[src/sv/slac_pkg.sv]
package slac_pkg;

    // Field widths fixed by the access and result formats
    localparam int TAG_W      = 64;
    localparam int CNT_W      = 32;
    localparam int CFG_IDX_W  = 2;
    localparam int CFG_DATA_W = 6;

    // Default geometry
    localparam int MAX_SET_BITS_DEF = 8;
    localparam int WAYS_DEF         = 8;

    // Access kinds
    typedef enum logic [1:0] {
        OP_LOAD   = 2'd0,
        OP_STORE  = 2'd1,
        OP_MODIFY = 2'd2,
        OP_IFETCH = 2'd3
    } op_t;

    // Configuration register indexes
    localparam logic [CFG_IDX_W-1:0] REG_SET_BITS   = 2'd0;
    localparam logic [CFG_IDX_W-1:0] REG_WAYS       = 2'd1;
    localparam logic [CFG_IDX_W-1:0] REG_BLOCK_BITS = 2'd2;

    // Controller states
    typedef enum logic [1:0] {
        ST_CLEAR,
        ST_IDLE,
        ST_LOOKUP
    } state_t;

    // Lookup outcome handed from the update logic to the controller
    typedef struct packed {
        logic hit;
        logic miss;
        logic evict;
    } outcome_t;

endpackage

[src/sv/slac_mem.sv]
module slac_mem
    import slac_pkg::*;
#(
    parameter int IDX_W = 8,
    parameter int DEPTH = 256,
    parameter int ROW_W = 8
)
(
    input  logic             clk,
    input  logic             we,
    input  logic [IDX_W-1:0] waddr,
    input  logic [ROW_W-1:0] wdata,
    input  logic             re,
    input  logic [IDX_W-1:0] raddr,
    output logic [ROW_W-1:0] rdata
);

    logic [ROW_W-1:0] rows_reg [DEPTH];
    logic [ROW_W-1:0] rdata_reg;

    // Write port
    always_ff @(posedge clk)
    begin
        if (we)
        begin
            rows_reg[waddr] <= wdata;
        end
    end

    // Registered read port
    always_ff @(posedge clk)
    begin
        if (re)
        begin
            rdata_reg <= rows_reg[raddr];
        end
    end

    assign rdata = rdata_reg;

endmodule

[config.mk]
export PLATFORM = sky130hd
export DESIGN_NAME = slac_mem
export DESIGN_NICKNAME = d
export VERILOG_FILES = /design/src/sv/slac_pkg.sv /design/src/sv/slac_mem.sv
export SDC_FILE = /design/constraint.sdc
export NUM_CORES = 2
export LEC_CHECK = 0
export ABC_AREA = 1
export BUFFER_PORTS_ARGS = -buffer_cell sky130_fd_sc_hd__buf_2
export CAP_MARGIN = 20
export CORE_ASPECT_RATIO = 0.8
export CORE_MARGIN = 5
export CORE_UTILIZATION = 45
export CTS_BUF_LIST = sky130_fd_sc_hd__clkbuf_16
export CTS_CLUSTER_SIZE = 8
export DETAILED_ROUTE_END_ITERATION = 10
export PLACE_DENSITY = 0.58
export SYNTH_ARGS = -nofsm -noshare
export SYNTH_HDL_FRONTEND = slang
export SYNTH_SLANG_ARGS = --single-unit
[constraint.sdc]
create_clock -name clk -period 2.3 [get_ports clk]
set_input_delay 0.23 -clock clk [delete_from_list [all_inputs] [get_ports clk]]
set_output_delay 0.23 -clock clk [all_outputs]
set_load 0.02 [all_outputs]
After elaboration in Yosys (flattened, before gate mapping) --
Memory sizes are Yosys's and may differ from the RTL's. A register that Yosys moved wholly into a read port is not among the register bits. Index checks and enable logic that the tools add are counted.
Cells by class: muxes and demuxes 2
Operators with widths (count):
- 2-to-1 mux 1 bit | 2
Word-level totals: register bits 0, output and inout port bits 8, input bits 27, memories kept 1, memory bits (writable) 2048, word-level logic and storage cells 3
Memories:
- rows_reg | depth 256, bits a word 8, rd ports 1, clocked after Yosys merged registers in 1, write ports 1, line slac_mem.sv:18 | logic [ROW_W-1:0] rows_reg [DEPTH];

Depth between registers and ports, before layout --
depth in word-level cells 2, depth in mapped cells 15, depth with buffers taken out 11

Least setup slack after synthesis --
No wires, ideal clock.
path kind input -> register, from input port we, to memory rows_reg[162][0], enable pin, arrival 1.351 ns, slack 0.579 ns, data required time 1.930 ns, setup time 0.370 ns, path buffers 2, stages 4, path through clkbuf_1 > nand3_1 > clkbuf_1 > nor2_1
Between the ends: longest elaborated chain between the ends 2
Ends and longest elaborated chain:
- start: declaration | line slac_mem.sv:10 | input logic we,
- 2-to-1 mux 1 bit | line slac_mem.sv:24 | if (we)
- 2-to-1 mux 1 bit (implied by the code) | line slac_mem.sv:26 | rows_reg[waddr] <= wdata;
- end: declaration | line slac_mem.sv:18
Every way passes these cells.

==> key figures <==
Logic synthesis
  • Simple-gate share of the synthesized area: 22.9%
  • Compound-gate portion of the synthesized area: 0%
  • Xor-xnor portion of the synthesized cell area: 0%
  • Main combinational cell family by area after synthesis: simple AND/OR/NAND/NOR gates
  • Sequential cell area fraction in the yosys report: between 70% and 80%
  • Synth warnings: 0
  • Synth Cell Area: 83500 um2
  • Syn nets: 7030
  • Synth cell types: 13
  • #FFs+latches synth: 2056
  • Cells after synthesis: approximately 7000
  • Adder-cell share of the synthesized area: 0%
  • Mux share of post-synthesis cell area: 0%
  • Synth Area per Inst: ~12 um2

Clocking
  • Longest Clk Path Bufs: 4
  • Clk root buf: clkbuf_16
  • Total CTS buffers: about 310
  • CTS clock-pin slew for the worst setup and hold paths: around 50 ps
  • CTS tree: done
  • CTS H-tree lvls: 5
  • CTS resizes: 0
  • Cts hold-fix bufs: 11
  • # Post-CTS Setup Buffers: 0
  • Clk_lat worst skew: ~900 ps
  • CTS sink count: 2056

Placed design
  • GP Congestion: a little over 0.9
  • Pre-CTS WS: -332 ps
  • Number of port buffers: 34
  • Detailed Place HPWL: around 150000 um

Cells and area
  • Most frequent cells in the layout: 2114 x nand2_1, 2056 x edfxtp_1, 2019 x nand3_1
  • Final #Nets: around 7600
  • Fillcell total: ~15000
  • Fraction of layout cells with a size suffix above 1: around 14%
  • Area grow syn2layout: 19.0%
  • Final core occ: 53.8%
  • FF+latch area: 61700 um2
  • Multi-input gate area: 19200 um2
  • Commonest non-fill, non-tap cell in the layout: nand2_1
  • Max FFs per register: a little over 2000

Setup path
  • Crit Reg-Reg Startpoint: rows_reg[24][4]
  • Slowest-stage cell, CP: edfxtp_1
  • Worst Path Buf+Inv: 0
  • Crit path required time: between 2000 and 3000 ps
  • CP arrival: approximately 2700 ps
  • Kind of end point of the critical path: flip-flop
  • CP Launch Type: flip-flop
  • Critical Setup Path Class: reg2reg
  • Most frequent CP cell: nand3_1
  • Crit Path Max Fanout: 1
  • Delay-heaviest family, CP: simple AND/OR/NAND/NOR gates
  • CP max stage delay: about 360 ps
  • Crit path from: rows_reg[24][4]
  • CP Cell Sequence: nand2_1, nand3_1, nand3_1, nand3_1, nand3_1, nand3_1, nand3_1, nand2_1, nand2_1, nand2_1
  • Flop2flop setup slack: 230 ps

Power
  • Sw Pwr: about 19 mW
  • Flop pwr share: 48.6%
  • Logic pwr share: ~6.4%
  • Max IR drop VDD: 0.654 mV
  • Int Pwr: 66.7 mW
  • Power Density: 859 nW/um2
  • Clk pwr share: between 40% and 50%
  • Net Sw Frac: 21.8%
  • P_leak: 35.8 nW

Global routing
  • Initial antenna violation count: 13
  • Global-route wire length before repair: between 300000 and 400000 um
  • Total Routing Usage GR: about a quarter
  • Grt ovf: 0
  • Vias in the first global route: 54400
  • Largest net degree at the start of global routing: 88

Detailed routing
  • DR pass1 iterations: 6
  • Detailed-route via count: roughly 57000
  • Wire length per cell: approximately 24 um
  • # DRC: 0
  • Initial drt markers: between 7000 and 8000
  • Wirelength, routed: around 240000 um
  • Antenna-violating nets left: 0
  • Via density: ~5.7

Floorplan
  • DIE HEIGHT: just under 400 um
  • Die width: a little under 500 um
  • Io pins: 35
  • Die ar.: between 150000 and 200000 um2
  • Initial Util: between 40% and 50%
  • Row cnt: between 100 and 150
  • Core Region: around 180000 um2

STA
  • FMAX: around 480 MHz
  • Setup TNS: 0 ps
  • Setup WS post-layout: approximately 230 ps
  • Relative slew slack: about half
  • Fin crit period: 2070 ps
  • Hold Vio Cnt, Final: 0
  • Final setup fails: 0
  • Final Max Tran Viols: 0
  • Final Cycle Share: 90.2%
  • Slew @ Worst Pin: 738 ps
  • Worst hold slack: 119 ps
  • Clk_skew: approximately 66 ps
  • RSZ-0062 raised after global routing: false

Status
  • Status: finished, final reports clean

Hold path
  • Worst hold path startpoint: waddr[7]
  • Hold Path Class: in2reg

Job
  • Max cap viols: 0
-- cell type report --
| type | instances | share of cell area, % |
|---|---|---|
| inverters | 39 | 0.181 |
| flip-flops and latches | 2056 | 62.1 |
| clock buffers | 313 | 7.88 |
| multi-input cells | 4425 | 19.3 |
| repair buffers | 741 | 7.39 |
| diodes | 5 | 0.0126 |
| well taps | 2431 | 3.06 |
| clock inverters | 5 | 0.0390 |
-- Yosys cell counts --
cell type     n  area (um2)
nor2_1      283        1060
inv_2         2        7.51
buf_6        16         180
nand3_1    2019       10100
nand2_1    2123        7970
buf_8         1        15.0
inv_4         1        6.26
clkbuf_1    112         420
buf_1        40         150
edfxtp_1   2056       61700
inv_1        36         135
buf_4        46         345
buf_2       268        1340
-- per-layer routing --
metal,GRT usage [%],vias to the layer above,part of all wire [%]
met1,37.0,28000,44
met5,0,-,0.0053
met4,7.91,2,3.2
met2,36.5,2720,44
li1,-,25900,-
met3,4.86,466,9.4
-- power by group through the flow --
stage               clock [mW]  sequential, mW  combinational, mW
global placement             0            42.1               5.38
detailed placement           0            42.1               5.41
finish                    38.4            41.5               5.46
floorplan                    0            42.2               2.55
global route              40.7            41.4               5.88
CTS                       39.0            41.4               5.44
-- per-stage QoR --
step	total power [mW]	cells	cell area [um2]
finish	85.3	10000	99300
floorplan	44.7	7003	83500
CTS	85.9	10000	99300
detailed placement	47.6	9681	91400
global placement	47.5	9681	91400
global route	88.0	10000	99300
-- cells by family after synthesis --
logic type | Yosys count
DFF | 2056
buffers and inverters | 522
and+or+nand+nor | 4425
-- worst paths after layout --
path	to	depth (start not counted)
max	rdata[4]	10
max reg2reg	rdata[4]	10
min	rows_reg[80][0]	5
min reg2reg	rdata[4]	10
-- tightest hold or removal path, cell delays in order --
cell,delay (ps)
buf_2,110
nor2_1,90
nand2_1,80
buf_4,230
nor2_1,100
Note: power is estimated with default switching activity, not from simulation.
