## config.mk

```make
export PLATFORM = sky130hd
export DESIGN_NAME = slac_update
export DESIGN_NICKNAME = d
export VERILOG_FILES = /design/src/sv/slac_pkg.sv /design/src/sv/slac_update.sv
export SDC_FILE = /design/constraint.sdc
export NUM_CORES = 1
export LEC_CHECK = 0
export BUFFER_PORTS_ARGS = -buffer_cell sky130_fd_sc_hd__buf_4
export CORE_MARGIN = 4
export CORE_UTILIZATION = 10
export DETAILED_ROUTE_END_ITERATION = 8
export PLACE_DENSITY = 0.85
export SLEW_MARGIN = 20
export SYNTH_ARGS = -nofsm -noshare
export SYNTH_HDL_FRONTEND = slang
export SYNTH_SLANG_ARGS = --single-unit
export TNS_END_PERCENT = 10
```

## constraint.sdc

```tcl
create_clock -name vclk -period 2.3
set_clock_uncertainty 0.05 [all_clocks]
set_input_delay 0.69 -clock vclk [all_inputs]
set_output_delay 0.69 -clock vclk [all_outputs]
set_load 0.02 [all_outputs]
```

## src/sv/slac_pkg.sv

```systemverilog
package slac_pkg;

    // Field widths fixed by the access and result formats
    localparam int TAG_W      = 64;
    localparam int CNT_W      = 32;
    localparam int CFG_IDX_W  = 2;
    localparam int CFG_DATA_W = 6;

    // Default geometry
    localparam int MAX_SET_BITS_DEF = 8;
    localparam int WAYS_DEF         = 8;

    // Access kinds
    typedef enum logic [1:0] {
        OP_LOAD   = 2'd0,
        OP_STORE  = 2'd1,
        OP_MODIFY = 2'd2,
        OP_IFETCH = 2'd3
    } op_t;

    // Configuration register indexes
    localparam logic [CFG_IDX_W-1:0] REG_SET_BITS   = 2'd0;
    localparam logic [CFG_IDX_W-1:0] REG_WAYS       = 2'd1;
    localparam logic [CFG_IDX_W-1:0] REG_BLOCK_BITS = 2'd2;

    // Controller states
    typedef enum logic [1:0] {
        ST_CLEAR,
        ST_IDLE,
        ST_LOOKUP
    } state_t;

    // Lookup outcome handed from the update logic to the controller
    typedef struct packed {
        logic hit;
        logic miss;
        logic evict;
    } outcome_t;

endpackage

```

## src/sv/slac_update.sv

```systemverilog
module slac_update
    import slac_pkg::*;
#(
    parameter int WAYS  = 8,
    parameter int RW    = 3,
    parameter int ROW_W = 8
)
(
    input  logic [ROW_W-1:0] row,
    input  logic [TAG_W-1:0] tag,
    input  logic [3:0]       ways_cfg,
    output logic [ROW_W-1:0] new_row,
    output outcome_t         outcome
);

    localparam int RANK_OFS = WAYS;
    localparam int TAG_OFS  = WAYS + WAYS * RW;
    localparam logic [RW-1:0] RANK_MAX = RW'(WAYS - 1);

    logic [WAYS-1:0]  valid;
    logic [RW-1:0]    rank [WAYS];
    logic [TAG_W-1:0] line_tag [WAYS];
    logic [WAYS-1:0]  in_use;
    logic [WAYS-1:0]  match;
    logic [WAYS-1:0]  empty;
    logic [WAYS-1:0]  oldest;
    logic             found;
    logic             has_empty;
    logic [RW-1:0]    hit_way;
    logic [RW-1:0]    empty_way;
    logic [RW-1:0]    victim_way;
    logic [RW-1:0]    way;

    // Unpack the row and qualify each way
    always_comb
    begin
        for (int i = 0; i < WAYS; i++)
        begin
            valid[i]    = row[i];
            rank[i]     = row[RANK_OFS + i * RW +: RW];
            line_tag[i] = row[TAG_OFS + i * TAG_W +: TAG_W];
            in_use[i]   = (i == 0) || (5'(i) < {1'b0, ways_cfg});
            match[i]    = in_use[i] && valid[i] && (line_tag[i] == tag);
            empty[i]    = in_use[i] && !valid[i];
        end
    end

    // Oldest way: strictly older than all lower ways, not younger than higher ones
    always_comb
    begin
        for (int i = 0; i < WAYS; i++)
        begin
            oldest[i] = in_use[i];
            for (int j = 0; j < WAYS; j++)
            begin
                if (in_use[j] && (j < i) && !(rank[j] < rank[i]))
                begin
                    oldest[i] = 1'b0;
                end
                if (in_use[j] && (j > i) && (rank[j] > rank[i]))
                begin
                    oldest[i] = 1'b0;
                end
            end
        end
    end

    // Lowest-numbered way of each kind
    always_comb
    begin
        hit_way    = '0;
        empty_way  = '0;
        victim_way = '0;
        for (int i = WAYS - 1; i >= 0; i--)
        begin
            if (match[i])
            begin
                hit_way = RW'(i);
            end
            if (empty[i])
            begin
                empty_way = RW'(i);
            end
            if (oldest[i])
            begin
                victim_way = RW'(i);
            end
        end
        found     = |match;
        has_empty = |empty;
    end

    // Target way and outcome
    always_comb
    begin
        if (found)
        begin
            way = hit_way;
        end
        else if (has_empty)
        begin
            way = empty_way;
        end
        else
        begin
            way = victim_way;
        end
        outcome.hit   = found;
        outcome.miss  = !found;
        outcome.evict = !found && !has_empty;
    end

    // New row: target youngest; younger valid ways (all on a miss) age by one
    always_comb
    begin
        new_row = row;
        for (int i = 0; i < WAYS; i++)
        begin
            if (RW'(i) == way)
            begin
                new_row[i]                               = 1'b1;
                new_row[RANK_OFS + i * RW +: RW]         = '0;
                new_row[TAG_OFS + i * TAG_W +: TAG_W]    = tag;
            end
            else if (in_use[i] && valid[i] && (rank[i] < RANK_MAX)
                     && (!found || (rank[i] < rank[hit_way])))
            begin
                new_row[RANK_OFS + i * RW +: RW] = rank[i] + RW'(1);
            end
        end
    end

endmodule

```

Word-level counts from Yosys, hierarchy flattened --
Cells that the tools add are included.
Storage, ports and cells: register bits 0, input port bits 76, output and inout port bits 11, word-level logic and storage cells 77
Operators by class: $lt $le $gt $ge 7, equality and inequality tests 8, muxes and demuxes 26, reductions and logical operators 36
Operators with widths (count):
- $eq A64 B64 Y1 const A | 1
- $mux W3 | 18
- $logic_and A1 B1 Y1 | 23
- $lt A3 B4 Y1 const A | 4
- $reduce_or A8 Y1 | 2
- $eq A3 B3 Y1 const A | 4
- $logic_not A1 Y1 | 10
- $lt A2 B4 Y1 const A | 2
- $mux W1 | 8
- $eq A2 B3 Y1 const A | 2
- $lt A1 B4 Y1 const A | 1
- $eq A1 B3 Y1 const A | 1
- $logic_not A3 Y1 | 1

Longest topological paths before layout --
depth in word-level cells 14, depth in mapped cells 4, mapped depth without buffers 3

Least setup slack after synthesis --
OpenSTA, ideal clock, no wires.
path kind input port to output port, from input ways_cfg[0], to output outcome[1] in the netlist's numbering, data arrival time 1.785 ns, required time 1.560 ns, path slack -0.225 ns, stages 3, buffers on the path 0, cells stage by stage o31a_1 o32a_1 nor4_1
RTL lines:
- start, declared | line slac_update.sv:11 | input logic [3:0] ways_cfg,
- end, declared | line slac_update.sv:13 | output outcome_t outcome

==> results_tabular.tex <==
\begin{tabular}{lr}
\hline
Metric & Value \\
\hline
\multicolumn{2}{l}{\textbf{Run status}} \\
\quad Outcome & finished, violations left \\
\quad Failing checks & setup timing \\
\multicolumn{2}{l}{\textbf{Final layout}} \\
\quad Utilization after layout & 26.3\% \\
\quad Sequential cell count & 0 \\
\quad Storage element area & 0 um2 \\
\quad Most common cell after layout, fill and taps aside & sky130\_fd\_sc\_hd\_\_buf\_4 \\
\quad Clock buffer count & 0 \\
\quad Layout cell share with drive strength beyond 1 & $\sim$67\% \\
\quad Count of placed standard cells in the final layout, fillers left out & 57 \\
\quad Most frequent cells in the layout & 23 x sky130\_fd\_sc\_hd\_\_buf\_4, 3 x sky130\_fd\_sc\_hd\_\_a211oi\_1, 3 x sky130\_fd\_sc\_hd\_\_buf\_6 \\
\quad Final-stage net count & 120 \\
\quad Post-Layout Inst Area & 342 um2 \\
\quad Layout overhead on the synthesized area & 148\% \\
\quad N\_diodes & 0 \\
\multicolumn{2}{l}{\textbf{Timing}} \\
\quad Worst hold margin & around 1.5 ns \\
\quad Hold Vio Cnt, Final & 0 \\
\quad Slew Viols, Final & 0 \\
\quad Worst Setup Slack, final & -0.260 ns \\
\quad Ratio of final minimum period to clock period & 111\% \\
\quad Final setup fails & 3 \\
\quad F\_max & roughly 0.39 GHz \\
\quad Setup repair after global routing missed its margin & true \\
\quad Final period demand of the worst path & 2.56 ns \\
\multicolumn{2}{l}{\textbf{Pwr}} \\
\quad PD cells & between 200 and 250 mW/mm2 \\
\quad Static Leakage & 0.163 nW \\
\quad Worst-case vdd ir drop & 0.0623 mV \\
\multicolumn{2}{l}{\textbf{CTS}} \\
\quad Hold buffer count at cts & 0 \\
\quad Buffers inserted by post-CTS timing repair & 0 \\
\multicolumn{2}{l}{\textbf{Worst setup path}} \\
\quad Crit Path Category & input port to output port \\
\quad Critical Path AT & around 1.8 ns \\
\quad Kind of end point of the critical path & output port \\
\quad Kind of launch point of the worst setup path & input port \\
\quad CP Max Fanout & 3 \\
\quad Worst endpoint required time & 1.56 ns \\
\multicolumn{2}{l}{\textbf{Floorplanning}} \\
\quad Standard-cell rows & 13 \\
\quad Area of the placeable core & $\sim$0.0013 mm2 \\
\quad X dimension of the die & 45.1 um \\
\quad \# IOs & 87 \\
\quad Starting density of the core & 10.6\% \\
\quad Floorplan die height & 45.1 um \\
\quad Floorplan die area & 0.00203 mm2 \\
\multicolumn{2}{l}{\textbf{Global routing}} \\
\quad Maximum number of pins on one net before global-route repair & 7 \\
\quad Vias in the first global route & 215 \\
\quad Aggregate global routing overflow & 0 \\
\quad First-pass GRT wire length & 834 um \\
\quad Number of antenna violations at the first check in global routing & 0 \\
\quad GRT Overall Usage & 5.28\% \\
\multicolumn{2}{l}{\textbf{Drt}} \\
\quad Detailed-routed wire length on met3 & 123 um \\
\quad Metal1 wirelength & between 200 and 300 um \\
\quad Iteration count of the initial detailed-routing pass & 1 \\
\quad Final wirelength & 587 um \\
\quad Post-detailed-route count of antenna-violating nets & 0 \\
\quad Highest Signal Layer & met3 \\
\quad Via density per instance & 4.11 \\
\quad Met2 routed WL & $\sim$210 um \\
\quad Total number of vias & 234 \\
\quad Final routed wire length divided by cell count & between 10 and 15 um \\
\quad Remaining DRCs & 0 \\
\quad Initial drt markers & 0 \\
\multicolumn{2}{l}{\textbf{Run}} \\
\quad Max-cap viol count & 0 \\
\multicolumn{2}{l}{\textbf{Logic synthesis}} \\
\quad Number of warnings printed during yosys synthesis & 0 \\
\quad Post-synthesis instance area & 138 um2 \\
\quad Synthesized Nets & 101 \\
\quad Post-synthesis area per instance & 5.51 um2 \\
\quad Number of instances in the synthesized netlist & 25 \\
\quad Distinct cells, synth & 13 \\
\quad Portion of the post-synthesis area used by sequential elements & 0\% \\
\multicolumn{2}{l}{\textbf{Place}} \\
\quad Weighted congestion at the end of routability-driven global placement & approximately 0.7 \\
\quad Worst slack at placement & -0.277 ns \\
\quad Buffers added on ports & 22 \\
\quad Placed cell count & 57 \\
\quad Placed inst area & about 320 um2 \\
\multicolumn{2}{l}{\textbf{Worst hold path}} \\
\quad Class of the most critical hold timing path & input port to output port \\
\hline
\end{tabular}
## cell usage after synthesis, drive strengths merged
cell type / instances / area share (%)
or4: 1 / 5.5
conb: 1 / 2.7
o31a: 1 / 6.4
nor2: 2 / 5.5
o21ai: 1 / 3.6
nor4: 1 / 4.5
o31ai: 1 / 5.5
inv: 2 / 5.5
clkbuf: 7 / 19
nor3: 2 / 7.3
a211oi: 3 / 16
buf: 2 / 11
o32a: 1 / 7.3
## worst max-delay path, cell delays in order
cell and delay [ns]:
sky130_fd_sc_hd__buf_6 0.09, sky130_fd_sc_hd__o31a_1 0.28, sky130_fd_sc_hd__o32a_1 0.18, sky130_fd_sc_hd__or4_1 0.42, sky130_fd_sc_hd__buf_6 0.15
## worst paths after layout
kind | from | to | slack, ns | depth (start not counted)
max | ways_cfg[0] | outcome[2] | -0.26 | 5
min | row[2] | new_row[2] | 1.54 | 2
## what timing repair did
item / in CTS / in global routing
resized for setup: 1 / 4
cloned: 0 / 0
endpoints found under the setup margin: 3 / 3
## through the flow
| step | TNS [ns] | power [mW] |
|---|---|---|
| after floorplan | -0.310 | 0.0315 |
| after global placement | -0.658 | 0.0689 |
| after detailed placement | -0.676 | 0.0701 |
| after CTS | -0.655 | 0.0716 |
| after global routing | -0.759 | 0.0808 |
| final | -0.563 | 0.0756 |
## logic make-up after synthesis
logic type,Yosys count,synth area share (%)
AND/OR/NAND/NOR,6,22.7
buffers and inverters,11,35.5
other,1,2.72
AO/OA/AOI/OAI,7,39.1
## cell type report
cell class,count,area [um2]
well taps,15,18.8
inverters,2,7.51
fillers,151,960
repair buffers,26,206
multi-input cells,14,109
## routing by layer
metal | vias up | global-route usage (%)
met5 | - | 0
met4 | 0 | 0
met3 | 0 | 1.99
met2 | 19 | 7.91
met1 | 97 | 7.62
li1 | 118 | -
## where the power goes
part	switching [mW]	total [mW]	internal, mW	leakage [nW]
clock	0	0	0	0
combinational	0.0360	0.0756	0.0395	0.163
sequential	0	0	0	0
Power figures use the tool's default switching activity.
